File: config.mk
export PLATFORM = sky130hd
export DESIGN_NAME = button_click_long_press_detector_top
export DESIGN_NICKNAME = d
export VERILOG_FILES = /design/src/design/bclpd_pkg.sv /design/src/design/bclpd_step.sv /design/src/design/button_click_long_press_detector_top.sv
export SDC_FILE = /design/constraint.sdc
export NUM_CORES = 1
export LEC_CHECK = 0
export ABC_CLOCK_PERIOD_IN_PS = 8800
export BUFFER_PORTS_ARGS = -buffer_cell sky130_fd_sc_hd__buf_2
export CAP_MARGIN = 10
export CORE_UTILIZATION = 45
export DETAILED_ROUTE_END_ITERATION = 8
export PLACE_DENSITY_LB_ADDON = 0.08
export SYNTH_ARGS = -nofsm -noshare
export SYNTH_HDL_FRONTEND = slang
export SYNTH_HIERARCHICAL = 1
export SYNTH_SLANG_ARGS = --single-unit
File: constraint.sdc
create_clock -name clk -period 8.8 [get_ports clk]
set_input_delay 0.44 -clock clk [delete_from_list [all_inputs] [get_ports clk]]
set_output_delay 0.44 -clock clk [all_outputs]
set_load 0.05 [all_outputs]
File: src/design/bclpd_pkg.sv
`default_nettype none

package bclpd_pkg;

  // event codes
  localparam logic [2:0] EV_NONE    = 3'd0;
  localparam logic [2:0] EV_CLICK   = 3'd1;
  localparam logic [2:0] EV_DOUBLE  = 3'd2;
  localparam logic [2:0] EV_LONG    = 3'd3;
  localparam logic [2:0] EV_LONG_UP = 3'd4;

  // phase codes
  localparam logic [1:0] PH_IDLE   = 2'd0;
  localparam logic [1:0] PH_HELD   = 2'd1;
  localparam logic [1:0] PH_GAP    = 2'd2;
  localparam logic [1:0] PH_UNUSED = 2'd3;

  // configuration register indexes
  localparam logic [1:0] REG_DEBOUNCE   = 2'd0;
  localparam logic [1:0] REG_LONG_PRESS = 2'd1;
  localparam logic [1:0] REG_GAP        = 2'd2;

  localparam logic [3:0] DEBOUNCE_RST   = 4'd3;
  localparam logic [7:0] LONG_PRESS_RST = 8'd30;
  localparam logic [7:0] GAP_RST        = 8'd20;

  localparam logic [3:0] BOUNCE_MAX = 4'd15;
  localparam logic [7:0] TICK_MAX   = 8'd255;
  localparam logic [1:0] PRESS_MAX  = 2'd3;

  typedef struct packed {
    logic [3:0] debounce_ticks;
    logic [7:0] long_press_ticks;
    logic [7:0] gap_ticks;
  } cfg_t;

  typedef struct packed {
    logic       stable_level;
    logic [3:0] bounce_count;
    logic [1:0] phase;
    logic [7:0] tick_count;
    logic [1:0] press_count;
  } state_t;

endpackage

`default_nettype wire

File: src/design/bclpd_step.sv
`default_nettype none

// One tick of debounce plus click/long-press phase machine, combinational.
module bclpd_step (
  input  wire                 pin_level,
  input  bclpd_pkg::cfg_t     cfg,
  input  bclpd_pkg::state_t   st,
  output bclpd_pkg::state_t   st_nxt,
  output logic [2:0]          event_code
);

  logic [1:0] ph;
  logic [7:0] tick1;
  logic [3:0] bounce1;
  logic       stable1;
  logic [3:0] bounce_nxt;

  always_comb begin
    // unreachable phase acts as idle
    ph = (st.phase == bclpd_pkg::PH_UNUSED) ? bclpd_pkg::PH_IDLE : st.phase;

    tick1 = st.tick_count;
    if (ph != bclpd_pkg::PH_IDLE && st.tick_count != bclpd_pkg::TICK_MAX) begin
      tick1 = st.tick_count + 8'd1;
    end

    // debounce
    stable1    = st.stable_level;
    bounce_nxt = 4'd0;
    bounce1    = st.bounce_count;
    if (st.stable_level != pin_level) begin
      if (st.bounce_count != bclpd_pkg::BOUNCE_MAX) begin
        bounce1 = st.bounce_count + 4'd1;
      end
      if (bounce1 >= cfg.debounce_ticks) begin
        stable1    = pin_level;
        bounce_nxt = 4'd0;
      end else begin
        bounce_nxt = bounce1;
      end
    end

    st_nxt              = st;
    st_nxt.phase        = ph;
    st_nxt.tick_count   = tick1;
    st_nxt.stable_level = stable1;
    st_nxt.bounce_count = bounce_nxt;
    event_code          = bclpd_pkg::EV_NONE;

    case (ph)
      bclpd_pkg::PH_IDLE: begin
        if (!stable1) begin
          st_nxt.tick_count  = 8'd0;
          st_nxt.press_count = 2'd1;
          st_nxt.phase       = bclpd_pkg::PH_HELD;
        end
      end
      bclpd_pkg::PH_HELD: begin
        if (stable1) begin
          if (tick1 >= cfg.long_press_ticks) begin
            event_code         = bclpd_pkg::EV_LONG_UP;
            st_nxt.phase       = bclpd_pkg::PH_IDLE;
            st_nxt.press_count = 2'd0;
          end else begin
            st_nxt.tick_count = 8'd0;
            st_nxt.phase      = bclpd_pkg::PH_GAP;
          end
        end else if (tick1 >= cfg.long_press_ticks) begin
          event_code         = bclpd_pkg::EV_LONG;
          st_nxt.press_count = 2'd0;
        end
      end
      default: begin
        // gap phase
        if (tick1 >= cfg.gap_ticks) begin
          st_nxt.phase = bclpd_pkg::PH_IDLE;
          if (st.press_count == 2'd1) begin
            event_code = bclpd_pkg::EV_CLICK;
          end else if (st.press_count == 2'd2) begin
            event_code = bclpd_pkg::EV_DOUBLE;
          end
        end else if (!stable1) begin
          if (st.press_count != bclpd_pkg::PRESS_MAX) begin
            st_nxt.press_count = st.press_count + 2'd1;
          end
          st_nxt.tick_count = 8'd0;
          st_nxt.phase      = bclpd_pkg::PH_HELD;
        end
      end
    endcase
  end

endmodule

`default_nettype wire

File: src/design/button_click_long_press_detector_top.sv
// Button click / double click / long press detector.
//
// Input channel (in_valid/in_ready): one raw pin sample per item, 0 = pressed.
// Result channel (out_valid/out_ready): one result per input item, carrying the
// event code (none, click, double click, long press held, long press released)
// and the debounced level after that sample.
// Config port: cfg_we writes cfg_wdata into the register chosen by cfg_index
// (0 debounce ticks, 1 long-press ticks, 2 gap ticks); index 3 is ignored.
// Write only while the block is idle.
//
// Results are registered (output register, or skid register on a stall).
// Throughput: one item per cycle while in_ready is high; the whole tick
// update is one pass of logic between the state and output registers.
// A two-entry output (output register plus skid register) keeps in_ready
// high for one more item after out_ready drops; with both full, in_ready
// falls until the receiver takes a result.
// Reset (rst_n low, synchronous): registers back to 3/30/20, level released,
// counters and phase cleared, no results pending.
`default_nettype none

module button_click_long_press_detector_top (
  input  wire        clk,
  input  wire        rst_n,
  input  wire        in_valid,
  output logic       in_ready,
  input  wire        in_pin_level,
  output logic       out_valid,
  input  wire        out_ready,
  output logic [2:0] out_event_code,
  output logic       out_clean_level,
  input  wire        cfg_we,
  input  wire  [1:0] cfg_index,
  input  wire  [7:0] cfg_wdata
);

  bclpd_pkg::cfg_t   cfg_r;
  bclpd_pkg::state_t st_r;
  bclpd_pkg::state_t st_nxt;
  logic [2:0]        ev_nxt;

  logic       out_valid_r;
  logic [2:0] out_event_r;
  logic       out_level_r;
  logic       skid_valid_r;
  logic [2:0] skid_event_r;
  logic       skid_level_r;

  logic push;
  logic pop;

  assign in_ready        = !skid_valid_r;
  assign out_valid       = out_valid_r;
  assign out_event_code  = out_event_r;
  assign out_clean_level = out_level_r;

  assign push = in_valid && in_ready;
  assign pop  = out_valid_r && out_ready;

  bclpd_step u_step (
    .pin_level  (in_pin_level),
    .cfg        (cfg_r),
    .st         (st_r),
    .st_nxt     (st_nxt),
    .event_code (ev_nxt)
  );

  // configuration registers
  always_ff @(posedge clk) begin
    if (!rst_n) begin
      cfg_r.debounce_ticks   <= bclpd_pkg::DEBOUNCE_RST;
      cfg_r.long_press_ticks <= bclpd_pkg::LONG_PRESS_RST;
      cfg_r.gap_ticks        <= bclpd_pkg::GAP_RST;
    end else if (cfg_we) begin
      case (cfg_index)
        bclpd_pkg::REG_DEBOUNCE:   cfg_r.debounce_ticks   <= cfg_wdata[3:0];
        bclpd_pkg::REG_LONG_PRESS: cfg_r.long_press_ticks <= cfg_wdata;
        bclpd_pkg::REG_GAP:        cfg_r.gap_ticks        <= cfg_wdata;
        default: ;
      endcase
    end
  end

  // tick state, advanced once per accepted item
  always_ff @(posedge clk) begin
    if (!rst_n) begin
      st_r.stable_level <= 1'b1;
      st_r.bounce_count <= 4'd0;
      st_r.phase        <= bclpd_pkg::PH_IDLE;
      st_r.tick_count   <= 8'd0;
      st_r.press_count  <= 2'd0;
    end else if (push) begin
      st_r <= st_nxt;
    end
  end

  // output register plus skid entry
  always_ff @(posedge clk) begin
    if (!rst_n) begin
      out_valid_r  <= 1'b0;
      skid_valid_r <= 1'b0;
    end else if (skid_valid_r) begin
      if (pop) begin
        out_valid_r  <= 1'b1;
        skid_valid_r <= 1'b0;
      end
    end else if (push) begin
      if (out_valid_r && !out_ready) begin
        skid_valid_r <= 1'b1;
      end else begin
        out_valid_r <= 1'b1;
      end
    end else if (pop) begin
      out_valid_r <= 1'b0;
    end
  end

  always_ff @(posedge clk) begin
    if (skid_valid_r) begin
      if (pop) begin
        out_event_r <= skid_event_r;
        out_level_r <= skid_level_r;
      end
    end else if (push) begin
      if (out_valid_r && !out_ready) begin
        skid_event_r <= ev_nxt;
        skid_level_r <= st_nxt.stable_level;
      end else begin
        out_event_r <= ev_nxt;
        out_level_r <= st_nxt.stable_level;
      end
    end
  end

  // skid entry only ever fills behind a full output register
  a_skid_behind_out: assert property (@(posedge clk) disable iff (!rst_n)
    skid_valid_r |-> out_valid_r)
    else $error("skid entry valid with empty output register");

  // a stalled result plus a new item must land in the skid entry
  a_skid_fill: assert property (@(posedge clk) disable iff (!rst_n)
    push && out_valid_r && !out_ready |=> skid_valid_r)
    else $error("item lost while output stalled");

  a_event_range: assert property (@(posedge clk) disable iff (!rst_n)
    out_valid_r |-> (out_event_r <= bclpd_pkg::EV_LONG_UP))
    else $error("event code out of range");

  a_phase_reach: assert property (@(posedge clk) disable iff (!rst_n)
    push |=> (st_r.phase != bclpd_pkg::PH_UNUSED))
    else $error("unused phase entered");

  // an accepted item with both outputs free shows up next cycle
  a_latency: assert property (@(posedge clk) disable iff (!rst_n)
    push && !out_valid_r |=> out_valid_r && (out_level_r == st_r.stable_level))
    else $error("result missing one cycle after accept");

endmodule

`default_nettype wire

**Word level (Yosys, flattened, before mapping)**

Cells that the tools add are included.

- Shifts and indexed selects: 0
- Add/subtract/negate cells: 3
- Equal/unequal tests: 17
- Reductions and logical operators: 19
- Mux-type cells: 42
- Bitwise gates (word level): 1
- $mul: 0
- Divide/modulo/power cells: 0
- Order comparisons: 3

Operator list:

| cell | number |
|---|---|
| $mux 12 | 2 |
| $mux 3 | 8 |
| $pmux 12 s2 | 1 |
| $mux 10 | 2 |
| $ge 8x8->1 | 2 |
| $mux 4 | 4 |
| $mux 8 | 2 |
| $mux 1 | 15 |
| $mux 2 | 7 |
| $reduce_and 3->1 | 3 |
| $add 8x1->8 const B | 1 |
| $ne 2x2->1 const B | 4 |
| $ne 8x8->1 const B | 1 |
| $eq 2x1->1 const B | 3 |
| $eq 2x2->1 const B | 3 |
| $ne 3x3->1 const B | 2 |
| $pmux 3 s2 | 1 |
| $reduce_and 2->1 | 3 |
| $reduce_and 6->1 | 1 |
| $reduce_bool 2->1 | 3 |
| $add 4x1->4 const B | 1 |
| $ge 4x4->1 | 1 |
| $logic_and 1x1->1 | 4 |
| $logic_not 2->1 | 2 |
| other kinds (7) | 9 |

- Memories: 0
- Register bits after elaboration: 47
- Logic and storage cells: 99
- Bits in latches: 0
- Output and inout port bits: 6
- Bits in writable memories: 0
- Bits of input ports: 16
- Bits in read-only memories: 0

**Depth between registers and ports, before layout**

- Depth after elaboration: 12
- Mapped depth: 15
- Gate-level depth less buffers: 15

**Cells and area by module**

The synthesis kept the hierarchy.

By module, submodules not included:

| module | area each (um^2) | cells each | seq. area each (um^2) | instances |
|---|---|---|---|---|
| button_click_long_press_detector_top | 1791.7 | 178 | 1021.0 | 1 |
| bclpd_step | 1126.1 | 151 | 0.0 | 1 |

**Least setup slack after synthesis**

Ideal clock, no wire load.

- Path kind: reg-to-reg
- Start point: reg st_r[10] in the netlist's numbering
- End point: reg st_r[3] in the netlist's numbering
- Arrival: 2.991 ns
- Required time: 8.724 ns
- Stages on the path, launching flop included: 15
- Clock period less this slack: 3.067 ns
- Setup time: 0.076 ns
- Buffers on the path: 0
- Path slack: 5.733 ns
- Cells stage by stage: dfxtp_1 -> inv_1 -> ha_1 -> nand4b_1 -> a21oi_1 -> nand3_1 -> xnor2_1 -> ha_1 -> nand4_1 -> o31ai_4 -> nor2_2 -> a221o_2 -> nor2b_2 -> nand2_1 -> a21boi_0

RTL lines:

| what | line | source |
|---|---|---|
| start: declaration | button_click_long_press_detector_top.sv:37 | `bclpd_pkg::state_t st_r;` |
| start signal: assignment | button_click_long_press_detector_top.sv:92 | `st_r <= st_nxt;` |

==> impl_metrics.ini <==
[status]
status = finished clean

[pwr]
p_clk_share_pct = 32.5
switching_share_pct = 27.6
pwr-share-seq_pct = 49.3
finalPower_w = 0.000474
power_leakage_nw = 1.32
peakVddDrop_v = 0.0000942
switching_power_w = 0.000131
power.internal_w = 0.000343
combinationalPowerShare_pct = 18.2
powerDensity_nw_per_um2 = 152

[clock_tree]
clk_pin_slew_ns = 0.08
cts_sinks = 47
cts_made_buffers = 5
post_cts_resized = 0
clk_path_buf_depth = 2
clock_latency_ns = 0.29
cts_root_buf = clkbuf_8
ctsHtreeMaxLevel = 2
postCtsSetupRepairBufs = 0
ctsHoldBuffers = 0
cts_tree = yes

[global_route]
grt_max_degree = 48
gr-usage-met1_pct = 23.1
grt_pass1_vias = 2031
antenna_found_initial = 0
grt_use_total_pct = 18.4
grt_first_pass_wirelength_um = 9430
grt_util_met2_pct = 31.4
grt.busiest_layer = met2
use_met3_pct = 3.52
grt_overflow_total = 0

[setup_path]
worstPathRequired_ns = 9.02
r2r_start = st_r[10]
crit_type = flip-flop to flip-flop
start_kind = flip-flop
critPathCaptureType = flip-flop
setup.worst_path.start = st_r[10]
cp_data_arrival_time_ns = 3.69
r2r_slack_ns = 5.33
crit_fanout = 8

[floorplan]
die-width_um = 82.5
dieArea_um2 = 6810
start_util_pct = 47.9
die_y_um = 82.5
ios = 22
num_rows = 28
fp.coreArea_um2 = 6100

[place]
portBuffers = 21
post-dp-hpwl_um = 4140
placed_cells = 410
gp_congestion = 0.747

[final_layout]
layoutNonFillerInstCount = 417
antenna_cells = 0
fill_cells = 629
area_growth_pct = 6.82
nNetsFinal = 384
drive_gt1_share_pct = 16.4

[routing]
drtPass1Iterations = 5
wirelength_um = 5610
drtIter0Drc = 99
vias = 2218
drt.antenna.violating_nets = 0
drcViolationCount = 0
vias_per_cell = 5.32
wl_per_cell_um = 13.4

[timing]
fmax_mhz = 288
grt_setup_unrepaired = no
setup_viol = 0
finalMaxSlewViolations = 0
fin_crit_sh_pct = 39.5
timing.slew.headroom_pct = 45.5
clock_skew_ns = 0.00441
tightestPinTransition_ns = 0.818
hold_viol = 0
setup_tns_ns = 0
period_minus_slack_ns = 3.47

[hold_path]
hold_path_class = primary input to flip-flop
hold_start = cfg_wdata[0]

[synth]
ys_ff_latch = 47
synth-edff-count = 8
syn_inst = 329
seq_area_frac_synth_pct = 35.0
async_flop_share_pct = 0
synth.yosys.warnings = 6
synth_nets = 371
yosysUniqueCellTypes = 53
syn_area_per_cell_um2 = 8.87
synth_area_um2 = 2920
synthFlopType = dfxtp_1

[flow_run]
max_cap_violations = 0
-- state kept, by name, summed over array words and instances, names as in the netlist --
name and cells:
skid_event_r 3, out_event_code 3, st_r 17, skid_level_r 1, out_valid 1, out_clean_level 1
cfg_r 20, skid_valid_r 1
-- layout make-up --
class	instances	area, um2	share of cell area (%)
Multi-Input combinational cell	241	1690	54.4
Timing Repair Buffer	21	105	3.37
Clock inverter	1	30.0	0.963
Tap cell	75	93.8	3.01
Sequential cell	47	1020	32.8
Inverter	26	100	3.21
Clock buffer	6	72.6	2.33
-- critical path, cell delays in order, from the launching register on --
cell      delay (ns)
dfxtp_1         0.38
inv_1           0.08
ha_1            0.38
nor2b_1         0.20
and3_1          0.20
mux2i_1         0.28
inv_1           0.11
ha_1            0.33
nand4_1         0.16
o31ai_4         0.34
nor2_2          0.08
a221o_2         0.50
nor2_1          0.12
nand2_1         0.06
a21boi_0        0.18
-- final timing paths --
path,endpoint,cells past startpoint
worst max-delay path,st_r[2],14
worst max register to register,st_r[2],14
worst min-delay path,cfg_r[16],3
worst min register to register,cfg_r[18],2
-- synth_stat cells (3+ instances only) --
cell type / n / area [um2]
nand2b_1: 8 / 50.1
nand2_1: 56 / 210
a21oi_1: 13 / 65.1
a21boi_0: 8 / 60.1
mux2i_1: 10 / 100
edfxtp_1: 8 / 240
clkbuf_1: 3 / 11.3
o21ai_1: 4 / 20.0
nor2b_2: 7 / 61.3
a31oi_1: 3 / 18.8
mux2_2: 5 / 56.3
xnor2_1: 5 / 43.8
buf_4: 3 / 22.5
nand3b_1: 3 / 22.5
nor2_1: 11 / 41.3
and3_1: 4 / 25.0
buf_6: 4 / 45.0
inv_1: 25 / 93.8
dfxtp_1: 39 / 781
o21ai_0: 15 / 75.1
nor2b_1: 3 / 18.8
ha_1: 26 / 325
buf_2: 4 / 20.0
a21boi_2: 8 / 90.1
nand3_1: 21 / 105
-- routing by layer --
| layer | share of wire, % | routed length (um) | vias to the layer above |
|---|---|---|---|
| li1 | - | - | 1160 |
| met1 | 50 | 2780 | 1024 |
| met2 | 46 | 2590 | 28 |
| met3 | 3.0 | 167 | 6 |
| met4 | 1.3 | 75 | 0 |
| met5 | 0 | 0 | - |
-- cell usage in the layout (no fill, tap or decap), drive strengths merged, types with 2 or more instances in the layout --
cell and instances:
a21boi 17, and3 4, xnor2 5, nand3b 3, o21a 2, inv 26, nand3 21, nor2b 10
xor2 2, a31oi 3, nand2b 8, edfxtp 8, a21oi 13, nor3b 2, buf 21, nand2 56
mux2i 11, mux2 7, ha 26, nor2 12, clkbuf 6, o21ai 20, a32oi 2, dfxtp 39
-- cells by family after synthesis --
kind of cell / after synthesis / share of synthesized area [%]
buffers and inverters: 41 / 6.95
XOR/XNOR: 7 / 2.10
flip-flops: 47 / 35.0
multiplexers: 18 / 6.90
AND/OR/NAND/NOR: 120 / 20.3
adder cells (fa/ha/maj): 26 / 11.1
AO/OA/AOI/OAI: 70 / 17.6
-- power groups by stage --
| stage | clock network (W) | registers [W] | logic (W) |
|---|---|---|---|
| CTS | 0.000158 | 0.000234 | 0.0000876 |
| finish | 0.000154 | 0.000234 | 0.0000863 |
| global route | 0.000167 | 0.000235 | 0.0000965 |
| floorplan | 0 | 0.000244 | 0.0000652 |
| global placement | 0 | 0.000239 | 0.0000869 |
| detailed placement | 0 | 0.000239 | 0.0000872 |
-- stage by stage --
| step | worst slack [ns] | util [%] | hold slack (ns) | cell area, um2 |
|---|---|---|---|---|
| 6_report | 5.33 | 51.1 | 0.375 | 3120 |
| 5_1_grt | 5.03 | 51.1 | 0.385 | 3120 |
| 4_1_cts | 5.29 | 51.1 | 0.369 | 3120 |
| 3_5_place_dp | 5.33 | 49.4 | 0.452 | 3010 |
| 3_3_place_gp | 5.35 | 49.4 | 0.446 | 3010 |
| 2_1_floorplan | 5.73 | - | 0.436 | 2920 |
No activity file was read; power rests on OpenSTA's default activity.
